[src/rtl/utf8_box_glue_segmenter_macros.svh]
// assertion macros for the utf8 box and glue segmenter
`ifndef UTF8_BOX_GLUE_SEGMENTER_MACROS_SVH
`define UTF8_BOX_GLUE_SEGMENTER_MACROS_SVH

// same-cycle implication, held off during reset
`define UBGS_ASSERT_IMPL(lbl, clk, rst, ante, cons) \
  lbl: assert property (@(posedge clk) disable iff (rst) (ante) |-> (cons)) \
    else $error("implication check failed");

// next-cycle implication, held off during reset
`define UBGS_ASSERT_NEXT(lbl, clk, rst, ante, cons) \
  lbl: assert property (@(posedge clk) disable iff (rst) (ante) |=> (cons)) \
    else $error("next-cycle check failed");

`endif

[src/rtl/ubgs_pkg.sv]
// shared types, constants and classification functions for the segmenter
package ubgs_pkg;

  localparam int POSITION_BITS_DEF = 16;
  localparam int QUEUE_DEPTH = 4;
  localparam int QUEUE_AW = $clog2(QUEUE_DEPTH);

  typedef enum logic [1:0] {
    KIND_LATIN = 2'd0,
    KIND_CJK   = 2'd1,
    KIND_PUNCT = 2'd2,
    KIND_SPACE = 2'd3
  } kind_t;

  typedef enum logic [1:0] {
    GLUE_NIL   = 2'd0,
    GLUE_LATIN = 2'd1,
    GLUE_MIXED = 2'd2,
    GLUE_CJK   = 2'd3
  } glue_t;

  typedef struct packed {
    logic [15:0] start;
    logic [15:0] length;
    kind_t       kind;
    glue_t       glue;
    logic [20:0] codepoint;
    logic        last;
    logic        too_long;
  } box_t;

  typedef struct packed {
    logic [1:0] count;
    box_t       box0;
    box_t       box1;
  } push_t;

  function automatic logic in_rng(logic [20:0] v, logic [20:0] lo, logic [20:0] hi);
    return (v >= lo) && (v <= hi);
  endfunction

  function automatic kind_t class_of(logic [20:0] cp);
    kind_t k;
    if (cp == 21'h20 || cp == 21'h09 || cp == 21'h0A || cp == 21'h0D ||
        cp == 21'h00A0 || cp == 21'h3000) begin
      k = KIND_SPACE;
    end else if (in_rng(cp, 21'h3000, 21'h303F) || in_rng(cp, 21'hFF00, 21'hFF60) ||
                 cp == 21'h201C || cp == 21'h201D || cp == 21'h2018 ||
                 cp == 21'h2019) begin
      k = KIND_PUNCT;
    end else if (in_rng(cp, 21'h4E00, 21'h9FFF) || in_rng(cp, 21'h3400, 21'h4DBF) ||
                 in_rng(cp, 21'h20000, 21'h2A6DF) ||
                 in_rng(cp, 21'h2A700, 21'h2B81F) ||
                 in_rng(cp, 21'hF900, 21'hFAFF) || in_rng(cp, 21'h3000, 21'h30FF) ||
                 in_rng(cp, 21'hAC00, 21'hD7AF)) begin
      k = KIND_CJK;
    end else begin
      k = KIND_LATIN;
    end
    return k;
  endfunction

  function automatic glue_t glue_of(kind_t prev, kind_t cur);
    glue_t g;
    if (prev == KIND_SPACE || cur == KIND_SPACE) begin
      g = GLUE_NIL;
    end else if (prev == KIND_LATIN && cur == KIND_LATIN) begin
      g = GLUE_LATIN;
    end else if (prev != KIND_LATIN && cur != KIND_LATIN) begin
      g = GLUE_CJK;
    end else begin
      g = GLUE_MIXED;
    end
    return g;
  endfunction

endpackage

[src/rtl/ubgs_core.sv]
// utf8 decode, classification and box/glue generation for one byte per cycle while go is high
module ubgs_core #(
  parameter int POSITION_BITS = ubgs_pkg::POSITION_BITS_DEF
) (
  input  logic          clk,
  input  logic          rst,
  input  logic          go,
  input  logic [7:0]    text_byte,
  input  logic          last_byte,
  output ubgs_pkg::push_t push
);
  import ubgs_pkg::*;

  localparam logic [POSITION_BITS-1:0] PosMax = '1;

  logic [POSITION_BITS-1:0] pos, pos_next;
  logic [1:0]               cont, cont_next;
  logic [20:0]              acc, acc_next;
  logic [POSITION_BITS-1:0] cstart, cstart_next;
  logic [2:0]               cbytes, cbytes_next;
  logic                     in_word, in_word_next;
  logic [POSITION_BITS-1:0] wstart, wstart_next;
  kind_t                    prev, prev_next;
  logic                     seen, seen_next;
  logic                     ovf, ovf_next;

  logic [1:0]               cont_dec;
  logic [20:0]              acc_dec;
  logic                     done;
  kind_t                    kind;
  logic                     emit_a, emit_b, emit_c;
  kind_t                    prev1;
  logic                     seen1;
  box_t                     box_a, box_b, box_c;

  function automatic logic [15:0] sat16(logic [POSITION_BITS-1:0] v);
    logic [15:0] r;
    if (v > POSITION_BITS'(17'h0FFFF)) begin
      r = 16'hFFFF;
    end else begin
      r = 16'(v);
    end
    return r;
  endfunction

  function automatic logic [15:0] len16(logic [POSITION_BITS-1:0] v);
    logic [15:0] r;
    r = sat16(v);
    if (r == 16'd0) begin
      r = 16'd1;
    end
    return r;
  endfunction

  always_comb begin
    ovf_next = ovf;
    pos_next = pos;
    if (pos == PosMax) begin
      ovf_next = 1'b1;
    end else begin
      pos_next = pos + 1'b1;
    end

    cstart_next = cstart;
    cbytes_next = cbytes;
    if (cont == 2'd0) begin
      cstart_next = pos;
      cbytes_next = 3'd1;
      if (text_byte[7:5] == 3'b110) begin
        acc_dec  = {16'd0, text_byte[4:0]};
        cont_dec = 2'd1;
      end else if (text_byte[7:4] == 4'b1110) begin
        acc_dec  = {17'd0, text_byte[3:0]};
        cont_dec = 2'd2;
      end else if (text_byte[7:3] == 5'b11110) begin
        acc_dec  = {18'd0, text_byte[2:0]};
        cont_dec = 2'd3;
      end else begin
        acc_dec  = {13'd0, text_byte};
        cont_dec = 2'd0;
      end
    end else begin
      acc_dec     = {acc[14:0], text_byte[5:0]};
      cont_dec    = cont - 2'd1;
      cbytes_next = cbytes + 3'd1;
    end

    acc_next  = acc_dec;
    cont_next = cont_dec;
    if (last_byte) begin
      cont_next = 2'd0;
      case (cont_dec)
        2'd1:    acc_next = {acc_dec[14:0], 6'd0};
        2'd2:    acc_next = {acc_dec[8:0], 12'd0};
        2'd3:    acc_next = {acc_dec[2:0], 18'd0};
        default: acc_next = acc_dec;
      endcase
    end

    done = (cont_next == 2'd0);
    kind = class_of(acc_next);

    emit_a = done && in_word && (kind != KIND_LATIN);
    emit_b = done && (kind != KIND_LATIN);

    in_word_next = in_word;
    wstart_next  = wstart;
    if (done) begin
      if (kind == KIND_LATIN) begin
        if (!in_word) begin
          wstart_next = cstart_next;
        end
        in_word_next = 1'b1;
      end else begin
        in_word_next = 1'b0;
      end
    end
    emit_c = last_byte && in_word_next;

    prev1 = emit_a ? KIND_LATIN : prev;
    seen1 = emit_a | seen;

    box_a.start     = sat16(wstart);
    box_a.length    = len16(cstart_next - wstart);
    box_a.kind      = KIND_LATIN;
    box_a.glue      = seen ? glue_of(prev, KIND_LATIN) : GLUE_NIL;
    box_a.codepoint = 21'd0;
    box_a.last      = 1'b0;
    box_a.too_long  = ovf_next;

    box_b.start     = sat16(cstart_next);
    box_b.length    = {13'd0, cbytes_next};
    box_b.kind      = kind;
    box_b.glue      = seen1 ? glue_of(prev1, kind) : GLUE_NIL;
    box_b.codepoint = acc_next;
    box_b.last      = last_byte;
    box_b.too_long  = ovf_next;

    box_c.start     = sat16(wstart_next);
    box_c.length    = len16(pos_next - wstart_next);
    box_c.kind      = KIND_LATIN;
    box_c.glue      = seen1 ? glue_of(prev1, KIND_LATIN) : GLUE_NIL;
    box_c.codepoint = 21'd0;
    box_c.last      = 1'b1;
    box_c.too_long  = ovf_next;

    push.count = {1'b0, emit_a} + {1'b0, emit_b} + {1'b0, emit_c};
    push.box0  = emit_a ? box_a : (emit_b ? box_b : box_c);
    push.box1  = emit_b ? box_b : box_c;
    if (emit_a && !emit_b) begin
      push.box0.last = last_byte;
    end

    prev_next = prev1;
    seen_next = seen1;
    if (emit_b) begin
      prev_next = kind;
      seen_next = 1'b1;
    end else if (emit_c) begin
      prev_next = KIND_LATIN;
      seen_next = 1'b1;
    end
  end

  always_ff @(posedge clk) begin
    if (rst || (go && last_byte)) begin
      pos     <= '0;
      cont    <= 2'd0;
      acc     <= 21'd0;
      cstart  <= '0;
      cbytes  <= 3'd0;
      in_word <= 1'b0;
      wstart  <= '0;
      prev    <= KIND_LATIN;
      seen    <= 1'b0;
      ovf     <= 1'b0;
    end else if (go) begin
      pos     <= pos_next;
      cont    <= cont_next;
      acc     <= acc_next;
      cstart  <= cstart_next;
      cbytes  <= cbytes_next;
      in_word <= in_word_next;
      wstart  <= wstart_next;
      prev    <= prev_next;
      seen    <= seen_next;
      ovf     <= ovf_next;
    end
  end

endmodule

[src/rtl/ubgs_fifo.sv]
// result queue taking up to two boxes per cycle and giving one
module ubgs_fifo (
  input  logic                     clk,
  input  logic                     rst,
  input  logic                     wr_en,
  input  ubgs_pkg::push_t          push,
  input  logic                     rd_en,
  output ubgs_pkg::box_t           head,
  output logic                     not_empty,
  output logic [ubgs_pkg::QUEUE_AW:0] level
);
  import ubgs_pkg::*;

  box_t                mem [QUEUE_DEPTH];
  logic [QUEUE_AW-1:0] wp, rp;
  logic [QUEUE_AW:0]   level_next;
  logic [1:0]          n_in;

  assign n_in       = wr_en ? push.count : 2'd0;
  assign level_next = level + (QUEUE_AW+1)'(n_in) - (QUEUE_AW+1)'(rd_en);
  assign head       = mem[rp];
  assign not_empty  = (level != '0);

  always_ff @(posedge clk) begin
    if (rst) begin
      wp    <= '0;
      rp    <= '0;
      level <= '0;
    end else begin
      wp    <= wp + QUEUE_AW'(n_in);
      rp    <= rp + QUEUE_AW'(rd_en);
      level <= level_next;
    end
  end

  always_ff @(posedge clk) begin
    if (n_in != 2'd0) begin
      mem[wp] <= push.box0;
    end
    if (n_in == 2'd2) begin
      mem[wp + 1'b1] <= push.box1;
    end
  end

endmodule

[src/rtl/utf8_box_glue_segmenter.sv]
// utf8 box and glue segmenter top level
// a byte transfer lands in the input register; its boxes are written into the output
// queue once go is high and are offered at the queue head in arrival order
// one byte per cycle while the four-entry output queue holds two or fewer boxes
// each byte yields at most two boxes, delivered one per cycle while box_stall is low
// synchronous active-high reset clears the decoder state and empties the queue
module utf8_box_glue_segmenter #(
  parameter int POSITION_BITS = ubgs_pkg::POSITION_BITS_DEF
) (
  input  logic        clk,
  input  logic        rst,
  input  logic        text_valid,
  output logic        text_stall,
  input  logic [7:0]  text_byte,
  input  logic        last_byte,
  output logic        box_valid,
  input  logic        box_stall,
  output logic [15:0] box_start,
  output logic [15:0] box_length,
  output logic [1:0]  box_kind,
  output logic [1:0]  glue_kind,
  output logic [20:0] box_codepoint,
  output logic        last_box,
  output logic        too_long
);
  import ubgs_pkg::*;
  `include "utf8_box_glue_segmenter_macros.svh"

  logic              ivalid;
  logic [7:0]        ibyte;
  logic              ilast;
  logic              go;
  logic              load;
  push_t             push;
  box_t              head;
  logic [QUEUE_AW:0] level;
  logic              pop;

  assign go         = ivalid && (level <= (QUEUE_AW+1)'(QUEUE_DEPTH - 2));
  assign text_stall = ivalid && !go;
  assign load       = text_valid && !text_stall;
  assign pop        = box_valid && !box_stall;

  always_ff @(posedge clk) begin
    if (rst) begin
      ivalid <= 1'b0;
    end else if (load) begin
      ivalid <= 1'b1;
    end else if (go) begin
      ivalid <= 1'b0;
    end
  end

  always_ff @(posedge clk) begin
    if (load) begin
      ibyte <= text_byte;
      ilast <= last_byte;
    end
  end

  ubgs_core #(
    .POSITION_BITS(POSITION_BITS)
  ) u_core (
    .clk      (clk),
    .rst      (rst),
    .go       (go),
    .text_byte(ibyte),
    .last_byte(ilast),
    .push     (push)
  );

  ubgs_fifo u_fifo (
    .clk      (clk),
    .rst      (rst),
    .wr_en    (go),
    .push     (push),
    .rd_en    (pop),
    .head     (head),
    .not_empty(box_valid),
    .level    (level)
  );

  assign box_start     = head.start;
  assign box_length    = head.length;
  assign box_kind      = head.kind;
  assign glue_kind     = head.glue;
  assign box_codepoint = head.codepoint;
  assign last_box      = head.last;
  assign too_long      = head.too_long;

  `UBGS_ASSERT_IMPL(a_level_bound, clk, rst, 1'b1, level <= (QUEUE_AW+1)'(QUEUE_DEPTH))
  `UBGS_ASSERT_IMPL(a_last_emits, clk, rst, go && ilast, push.count != 2'd0)
  `UBGS_ASSERT_IMPL(a_stall_held, clk, rst, text_stall, ivalid)
  `UBGS_ASSERT_IMPL(a_len_nonzero, clk, rst, box_valid, box_length != 16'd0)
  `UBGS_ASSERT_NEXT(a_push_shows, clk, rst, go && push.count != 2'd0, box_valid)

endmodule
[config.mk]
export PLATFORM = sky130hd
export DESIGN_NAME = utf8_box_glue_segmenter
export DESIGN_NICKNAME = d
export VERILOG_FILES = /design/src/rtl/ubgs_pkg.sv /design/src/rtl/ubgs_core.sv /design/src/rtl/ubgs_fifo.sv /design/src/rtl/utf8_box_glue_segmenter.sv
export VERILOG_INCLUDE_DIRS = /design/src /design/src/rtl
export SDC_FILE = /design/constraint.sdc
export NUM_CORES = 1
export LEC_CHECK = 0
export BUFFER_PORTS_ARGS = -buffer_cell sky130_fd_sc_hd__buf_2
export CAP_MARGIN = 30
export CORE_ASPECT_RATIO = 1.1
export CORE_MARGIN = 10
export CORE_UTILIZATION = 25
export CTS_BUF_LIST = sky130_fd_sc_hd__clkbuf_16
export DETAILED_ROUTE_END_ITERATION = 12
export PLACE_DENSITY_LB_ADDON = 0.1
export SYNTH_ARGS = -nofsm -noshare
export SYNTH_HDL_FRONTEND = slang
export SYNTH_HIERARCHICAL = 1
export SYNTH_SLANG_ARGS = --single-unit
[constraint.sdc]
create_clock -name clk -period 7.35 [get_ports clk]
set_input_delay 1.1025 -clock clk [delete_from_list [all_inputs] [get_ports clk]]
set_output_delay 1.1025 -clock clk [all_outputs]
set_load 0.01 [all_outputs]
* After elaboration in Yosys (flattened, before gate mapping)
Memories as Yosys holds them, arrays and structs flattened. A register that Yosys moved wholly into a read port is not among the register bits. Cells that the tools add are included.
Cells by class: add/subtract/negate cells 12, $lt $le $gt $ge 23, equality and inequality tests 21, multiplexer cells 56, bitwise logic cells 1, reduce and logical (&&, ||, !) cells 55
Operators by type and width (count):
- 2-to-1 mux 16 bit | 12
- 2-to-1 mux 59 bit | 2
- equality test 21 x 14 -> 1 bit, second input constant | 5
- less-or-equal comparator 21 x 16 -> 1 bit, second input constant | 4
- 2-to-1 mux 21 bit | 4
- greater-than comparator 16 bit, second input constant | 5
- equality test 21 x 4 -> 1 bit, second input constant | 3
- greater-or-equal comparator 21 x 16 -> 1 bit, second input constant | 3
- one-hot mux 21 bit (3 select lines) | 1
- greater-or-equal comparator 21 x 14 -> 1 bit, second input constant | 2
- greater-or-equal comparator 21 x 18 -> 1 bit, second input constant | 2
- less-or-equal comparator 21 x 14 -> 1 bit, second input constant | 2
- less-or-equal comparator 21 x 18 -> 1 bit, second input constant | 2
- 2-to-1 mux 2 bit | 21
- logical NOT 16 bit | 2
- subtractor 16 bit | 2
- equality test 21 x 6 -> 1 bit, second input constant | 1
- equality test 21 x 8 -> 1 bit, second input constant | 1
- greater-or-equal comparator 21 x 15 -> 1 bit, second input constant | 1
- less-or-equal comparator 21 x 15 -> 1 bit, second input constant | 1
- logical AND 1 bit | 21
- logical OR 1 bit | 18
- adder 16 x 1 -> 16 bit, second input constant | 1
- equality test 16 bit, second input constant | 1
- other kinds (22) | 51
Storage, ports and cells: register bits after elaboration 90, RAM bits 236, input port bits 13, word-level logic and storage cells 185, memories 1
Memory list:
- u_fifo.mem | words 4, width 59, read ports 1, clocked after memory_dff 1, wr ports 2, RTL line ubgs_fifo.sv:14 | box_t mem [QUEUE_DEPTH];

* Logic depth before layout (Yosys ltp)
Gate-level depths: netlist of run 1.
depth after elaboration 31, mapped depth 29, mapped depth without buffers 25

* Hierarchy
The synthesis of run 1 kept the hierarchy.
By module, submodules not included:
- ubgs_fifo | times used 1, cells an instance 625, area each 11757.5 µm², seq. area each 7226.9 µm²
- ubgs_core | times used 1, cells an instance 1044, area each 7915.1 µm², seq. area each 1461.4 µm²
- utf8_box_glue_segmenter | times used 1, cells an instance 19, area each 342.8 µm², seq. area each 290.3 µm²

* Worst setup path before layout of run 1
No wires, ideal clock.
path kind flip-flop to flip-flop, from register ibyte[3], to memory u_fifo/mem[1][0] (netlist name) (enable), arrival 6.299 ns, required time 6.874 ns, slack 0.575 ns, stages on the path, launching flop included 17, buffers on the path 2, cell sequence edfxtp_1 nand2b_1 a211oi_4 o211ai_2 a222oi_1 o221ai_1 a21oi_1 o22ai_4 nor4b_4 or2_1 inv_2 buf_2 buf_4 fa_1 and2_1 o21ai_0 nor2_1
RTL lines:
- start: declaration | RTL line utf8_box_glue_segmenter.sv:30 | logic [7:0] ibyte;
- start signal: assignment | RTL line utf8_box_glue_segmenter.sv:56 | ibyte <= text_byte;
- end: declaration | RTL line ubgs_fifo.sv:14

==> results_dict.tcl, run 1 <==
set metrics [dict create \
    status "finished, final reports clean" \
    fill_cells 8208 \
    max_clock_freq_mhz 144 \
    first_pass_iters 5 \
    cp.depth 27 \
    portBuffers 73 \
    static-leakage-power_nw 8.41 \
    totalPowerFinal_mw 6.37 \
    clock_latency_ps 570 \
    synth.avg_cell_area_sq_um 11.9 \
    cp_data_arrival_time_ps 7240 \
    startpoint_type "flip-flop" \
    slew_headroom_pct 35.5 \
    synth_area_leaders "edfxtp_1 37%, mux2_2 13%, dfxtp_1 8.1%" \
    hold_violations 0 \
    path_buf_inv 3 \
    tightest_slew_ps 965 \
    grt_max_degree 65 \
    rows 108 \
    cts_tree "done" \
    fin_ws_ps 421 \
    grt_pass1_vias 14396 \
    power_switching_mw 2.14 \
    pre_cts_ws_ps -38.4 \
    start_util_pct 25.3 \
    async_flop_share_pct 0 \
    crit_required_ps 7660 \
    combPwrFrac_pct 33.9 \
    seq_area_frac_synth_pct 44.9 \
    clkPwrFrac_pct 30.1 \
    worst_r2r_path_depth 27 \
    n_antenna_cell 0 \
    dieArea_sq_um 91800 \
    min_path_type "reg2reg" \
    critPathMaxFanout 7 \
    num_vias 13890 \
    drive_above_1_share_pct 33.5 \
    synth_edf_count 245 \
    min_path_cells 2 \
    antenna_found_initial 2 \
    max_stage_delay_ps 530 \
    wl_per_cell_um 23.1 \
    seq_power_share_pct 36.1 \
    core_region_area_sq_um 79200 \
    drc 0 \
    rsz0062_at_grt "no" \
    nets 1838 \
    antenna_left 0 \
    cts.sinks 326 \
    fin_skew_ps 16.8 \
    die_w_um 290 \
    wl_mm 66.0 \
    syn_inst 1688 \
    ios 74 \
    p_per_area_nw_per_um2 274 \
    clk_pin_slew_worst_paths_ps 60 \
    drv_slew 0 \
    sw_frac_of_total_pct 33.6 \
    htreeDepth 2 \
    grt_remaining_overflow 0 \
    die_h_um 317 \
    cts-buffers-inserted 41 \
    drt_iter0_markers 835 \
    finalSetupViolations 0 \
    clockBufferDepth 3 \
    cp_top_family "compound AO/OA/AOI/OAI gates" \
    synth_warnings 6 \
    drv_cap 0 \
    synth_ff_type "edfxtp_1" \
    ys_seq_elements 326 \
    ir_drop_mv 0.142 \
    dpl.hpwl_mm 44.6 \
    yosysTopAreaCell "edfxtp_1" \
    endpoint_kind "flip-flop" \
    synth_cell_types 117 \
    grt_pass1_wl_mm 98.1 \
    worst_path_most_repeated_cell "buf_4" \
    areaGrowthSynthToFinish_pct 16.1 \
    post-route-period-util_pct 94.3 \
    clockRootBuffer "clkbuf_16" \
    yosys.area.top_type_share_pct 36.8 \
    crit_type "reg2reg" \
    p_int_mw 4.23 \
    grt_use_total_pct 14.2 \
    finalCriticalPeriod_ps 6930 \
    syn_area_sq_um 20000 \
    slowest_stage "or4_4" \
    vias_per_cell 4.87 \
    place_congestion 0.867 \
]
[timing repair]
| action | 4_1_cts | 5_1_grt |
|---|---|---|
| gates resized for setup | 1 | 17 |
| buffers inserted | 0 | 1 |
| hold buffers | 0 | 0 |
| endpoints found under the hold margin | 0 | 0 |
| setup endpoints to repair | 4 | 4 |
| pin swaps | 0 | 2 |
[cell usage after synthesis, drive strengths merged (18+ instances only)]
cell / count
and3: 24
mux2i: 55
xnor2: 24
mux2: 254
mux4: 59
o21a: 18
clkbuf: 43
edfxtp: 245
inv: 51
nor3: 32
a211oi: 33
nor2: 170
nand2: 84
xor2: 24
nand3: 31
a21oi: 66
buf: 73
o21ai: 44
dfxtp: 81
and2: 19
ha: 41
[stage by stage]
stage / instances / setup TNS (ps) / utilization [%] / instance area [sq um] / hold WS [ps]
2_1_floorplan: 1695 / 0 / - / 20000 / 428
3_3_place_gp: 2781 / 0 / 27.7 / 21900 / 443
3_5_place_dp: 2781 / -140 / 27.7 / 21900 / 456
4_1_cts: 2853 / 0 / 29.3 / 23200 / 472
5_1_grt: 2854 / 0 / 29.4 / 23200 / 497
6_report: 2854 / 0 / 29.4 / 23200 / 474
[cells by family (layout without fill, tap and decap cells)]
| family | Yosys count | after routing | synth area share (%) |
|---|---|---|---|
| AND/OR/NAND/NOR | 444 | 444 | 11.2 |
| AO/OA/AOI/OAI | 288 | 288 | 10.7 |
| buffers and inverters | 168 | 282 | 4.06 |
| XOR/XNOR | 48 | 48 | 2.10 |
| adder cells (fa/ha/maj) | 45 | 45 | 2.96 |
| other | 1 | 8 | 0.0187 |
| flip-flops | 326 | 326 | 44.9 |
| multiplexers | 368 | 368 | 24.1 |
[state kept, by name, summed over array words and instances (netlist names)]
register        flops
u_fifo/level        3
u_core/cont         2
u_core/acc         15
u_core/pos         16
u_core/seen         1
u_core/prev         2
u_fifo/rp           2
u_core/ovf          1
ilast               1
ibyte               8
u_core/cbytes       3
u_fifo/mem        236
u_core/cstart      16
u_core/in_word      1
u_fifo/wp           2
ivalid              1
u_core/wstart      16
[cell type report]
type | count | area, sq um | share of cell area [%]
Sequential cell | 326 | 8990 | 38.7
Timing Repair Buffer | 158 | 1140 | 4.91
Clock buffer | 42 | 1050 | 4.52
Multi-Input combinational cell | 1201 | 10400 | 44.6
Tap cell | 1045 | 1310 | 5.62
Inverter | 52 | 195 | 0.840
Clock inverter | 30 | 185 | 0.797
[final timing paths]
check                     startpoint                          end  slack, ps
min reg2reg  u_core/ovf$_SDFFE_PP0P_      u_core/ovf$_SDFFE_PP0P_        470
max               ibyte[4]$_DFFE_PP_  u_fifo/mem[1][27]$_DFFE_PP_        420
max reg2reg       ibyte[4]$_DFFE_PP_  u_fifo/mem[1][27]$_DFFE_PP_        420
min          u_core/ovf$_SDFFE_PP0P_      u_core/ovf$_SDFFE_PP0P_        470
[placed cells by master, fill, tap and decap left out, types with 42 or more instances in the layout]
cell type / n
edfxtp_1: 245
mux2_2: 239
nor2_1: 162
nand2_1: 80
dfxtp_1: 77
buf_4: 74
buf_2: 73
inv_1: 62
a21oi_1: 60
mux4_2: 59
mux2i_1: 48
clkbuf_16: 42
[layer usage]
layer / part of all wire [%] / wire length, um / vias to the layer above / track usage, %
li1: - / - / 6586 / -
met1: 48 / 31600 / 7030 / 19.6
met2: 47 / 30800 / 213 / 23.1
met3: 3.8 / 2490 / 59 / 2.21
met4: 1.7 / 1120 / 2 / 3.24
met5: 0.020 / 13 / - / 0
[worst min-delay path, stage by stage (launching register included)]
cell,delay [ps]
dfxtp_1,330
a21oi_1,40
nor2_1,70
[power by group through the flow]
stage | logic [mW] | registers, mW | clock network (mW)
detailed placement | 2.18 | 2.34 | 0
global placement | 2.18 | 2.34 | 0
floorplan | 1.52 | 2.24 | 0
CTS | 2.20 | 2.31 | 2.00
finish | 2.16 | 2.30 | 1.92
global route | 2.37 | 2.32 | 2.07
Note: power is estimated with default switching activity, not from simulation.
==> run 2, diff against run 1 <==
--- a/config.mk
+++ b/config.mk
@@ -13,6 +13,7 @@
 export CORE_UTILIZATION = 25
 export CTS_BUF_LIST = sky130_fd_sc_hd__clkbuf_16
 export DETAILED_ROUTE_END_ITERATION = 12
+export MAX_ROUTING_LAYER = met4
 export PLACE_DENSITY_LB_ADDON = 0.1
 export SYNTH_ARGS = -nofsm -noshare
 export SYNTH_HDL_FRONTEND = slang
==> results_dict.tcl, run 2 (same netlist as run 1, synthesis figures left out) <==
set metrics [dict create \
    max_stage_delay_ps 540 \
    ios 74 \
    placedCellCount 2774 \
    r2r_slack_ps 430 \
    first_pass_iters 7 \
    antenna_found_initial 4 \
    cts.sinks 326 \
    startpoint_type "flip-flop" \
    place_congestion 0.895 \
    die_w_um 290 \
    stdcell_count 2854 \
    largest_reg_flops 236 \
    r2r-start "ibyte[6]$_DFFE_PP_" \
    drt_iter0_markers 909 \
    max_clock_freq_mhz 145 \
    crit_chain "nand2_2, o21a_1, o211ai_2, nand2_1, nand4_1, nor2_1, a311o_2, nor3_4, nand2_8, mux2i_1, ha_1, nor2b_1, o31a_1, o41a_1, a311o_1, a31o_2, a21oi_1, xor2_1, and4b_1, and4_1, a311oi_1, a21boi_1, a31oi_1, mux2_2" \
    grt_pass1_wl_mm 98.7 \
    cts_tree "done" \
    wl_met2_mm 30.3 \
    slew_headroom_pct 38.0 \
    dpl.hpwl_mm 45.6 \
    pre_cts_ws_ps 233 \
    endpoint_kind "flip-flop" \
    clock_latency_ps 580 \
    slowest_stage "edfxtp_1" \
    finalCriticalPeriod_ps 6920 \
    ir_drop_mv 0.135 \
    wl_mm 66.9 \
    timing.hold.ws_ps 476 \
    hold_violations 0 \
    clk_pin_slew_worst_paths_ps 60 \
    static-leakage-power_nw 8.43 \
    num_vias 13823 \
    timing.hold.worst.start "u_core/cstart[11]$_SDFFE_PP0P_" \
    dieArea_sq_um 91800 \
    worst_r2r_path_depth 24 \
    cts_hold_buf 0 \
    vias_per_cell 4.84 \
    tightest_slew_ps 926 \
    tns_ps 0 \
    grt_max_degree 65 \
    clockBufferDepth 3 \
    fin_ws_ps 430 \
    grt_remaining_overflow 0 \
    portBuffers 73 \
    drv_slew 0 \
    fin_skew_ps 22.4 \
    drc 0 \
    grt_use_total_pct 14.9 \
    crit_type "reg2reg" \
    critPathMaxFanout 9 \
    start_util_pct 25.3 \
    htreeDepth 2 \
    post-route-period-util_pct 94.1 \
    top_register "u_fifo/mem" \
    cp_data_arrival_time_ps 7240 \
    status "finished, final reports clean" \
    antenna_left 0 \
    drv_cap 0 \
    areaGrowthSynthToFinish_pct 16.0 \
    wl_per_cell_um 23.5 \
    die_h_um 317 \
    most-common-layout-cells "245 x edfxtp_1, 239 x mux2_2, 163 x nor2_1, 80 x nand2_1, 78 x dfxtp_1" \
    finalSetupViolations 0 \
    cts-buffers-inserted 40 \
    core_region_area_sq_um 79200 \
    rows 108 \
    reg2reg_to "u_fifo/mem[3][27]$_DFFE_PP_" \
    crit_path_end "u_fifo/mem[3][27]$_DFFE_PP_" \
    met1Wirelength_mm 31.6 \
    p_per_area_nw_per_um2 276 \
    top_layer "met4" \
    drive_above_1_share_pct 33.4 \
    min_path_type "reg2reg" \
    dr_wl_met3_mm 3.07 \
    grt_pass1_vias 14357 \
    nets 1833 \
    crit_start "ibyte[6]$_DFFE_PP_" \
    final_common_cell "edfxtp_1" \
    clockRootBuffer "clkbuf_16" \
    crit_required_ps 7670 \
]
[run 2: cell type report]
class | instances | area [sq um]
Inverter | 52 | 195
Sequential cell | 326 | 8990
Antenna cell | 2 | 5.00
Timing Repair Buffer | 154 | 1070
Fill cell | 8164 | 56000
Clock inverter | 32 | 218
Multi-Input combinational cell | 1201 | 10400
Clock buffer | 42 | 1050
Tap cell | 1045 | 1310
[run 2: metrics by stage]
stage,util [%],area (sq um),total power [mW]
after floorplan,-,20000,3.75
after global placement,27.5,21800,4.51
after detailed placement,27.6,21800,4.52
after CTS,29.2,23100,6.52
after global routing,29.3,23200,6.78
final,29.3,23200,6.40
[run 2: worst min path at each step]
stage | slack [ps] | cells after the start | to
floorplan | 430 | 2 | u_core/ovf$_SDFFE_PP0P_
CTS | 480 | 2 | u_core/cstart[11]$_SDFFE_PP0P_
global placement | 450 | 2 | u_core/ovf$_SDFFE_PP0P_
detailed placement | 470 | 2 | u_core/cbytes[1]$_SDFFE_PP0P_
finish | 480 | 2 | u_core/cstart[11]$_SDFFE_PP0P_
global route | 490 | 2 | u_core/cbytes[1]$_SDFFE_PP0P_
[run 2: critical path: cells and delay by family, from the launching register on]
family	cells	cell delay (ps)
AND/OR/NAND/NOR	9	1920
AO/OA/AOI/OAI	11	3250
XOR/XNOR	1	110
adder cells (fa/ha/maj)	1	310
multiplexers	2	540
flip-flops	1	540
[run 2: power breakdown]
group	internal, mW	switching (mW)	leakage, nW	total (mW)
sequential	2.17	0.130	2.90	2.30
combinational	0.960	1.19	4.85	2.16
clock	1.13	0.817	0.682	1.95
[run 2: timing repair]
| item | 4_1_cts | 5_1_grt |
|---|---|---|
| buffers inserted | 0 | 4 |
| resized for setup | 0 | 20 |
| endpoints found under the setup margin | 0 | 4 |
[run 2: metal layers]
layer / vias to the layer above / global-route usage [%]
met5: - / -
met4: 0 / 4.56
met3: 94 / 2.56
met2: 287 / 22.9
met1: 6863 / 19.8
li1: 6579 / -
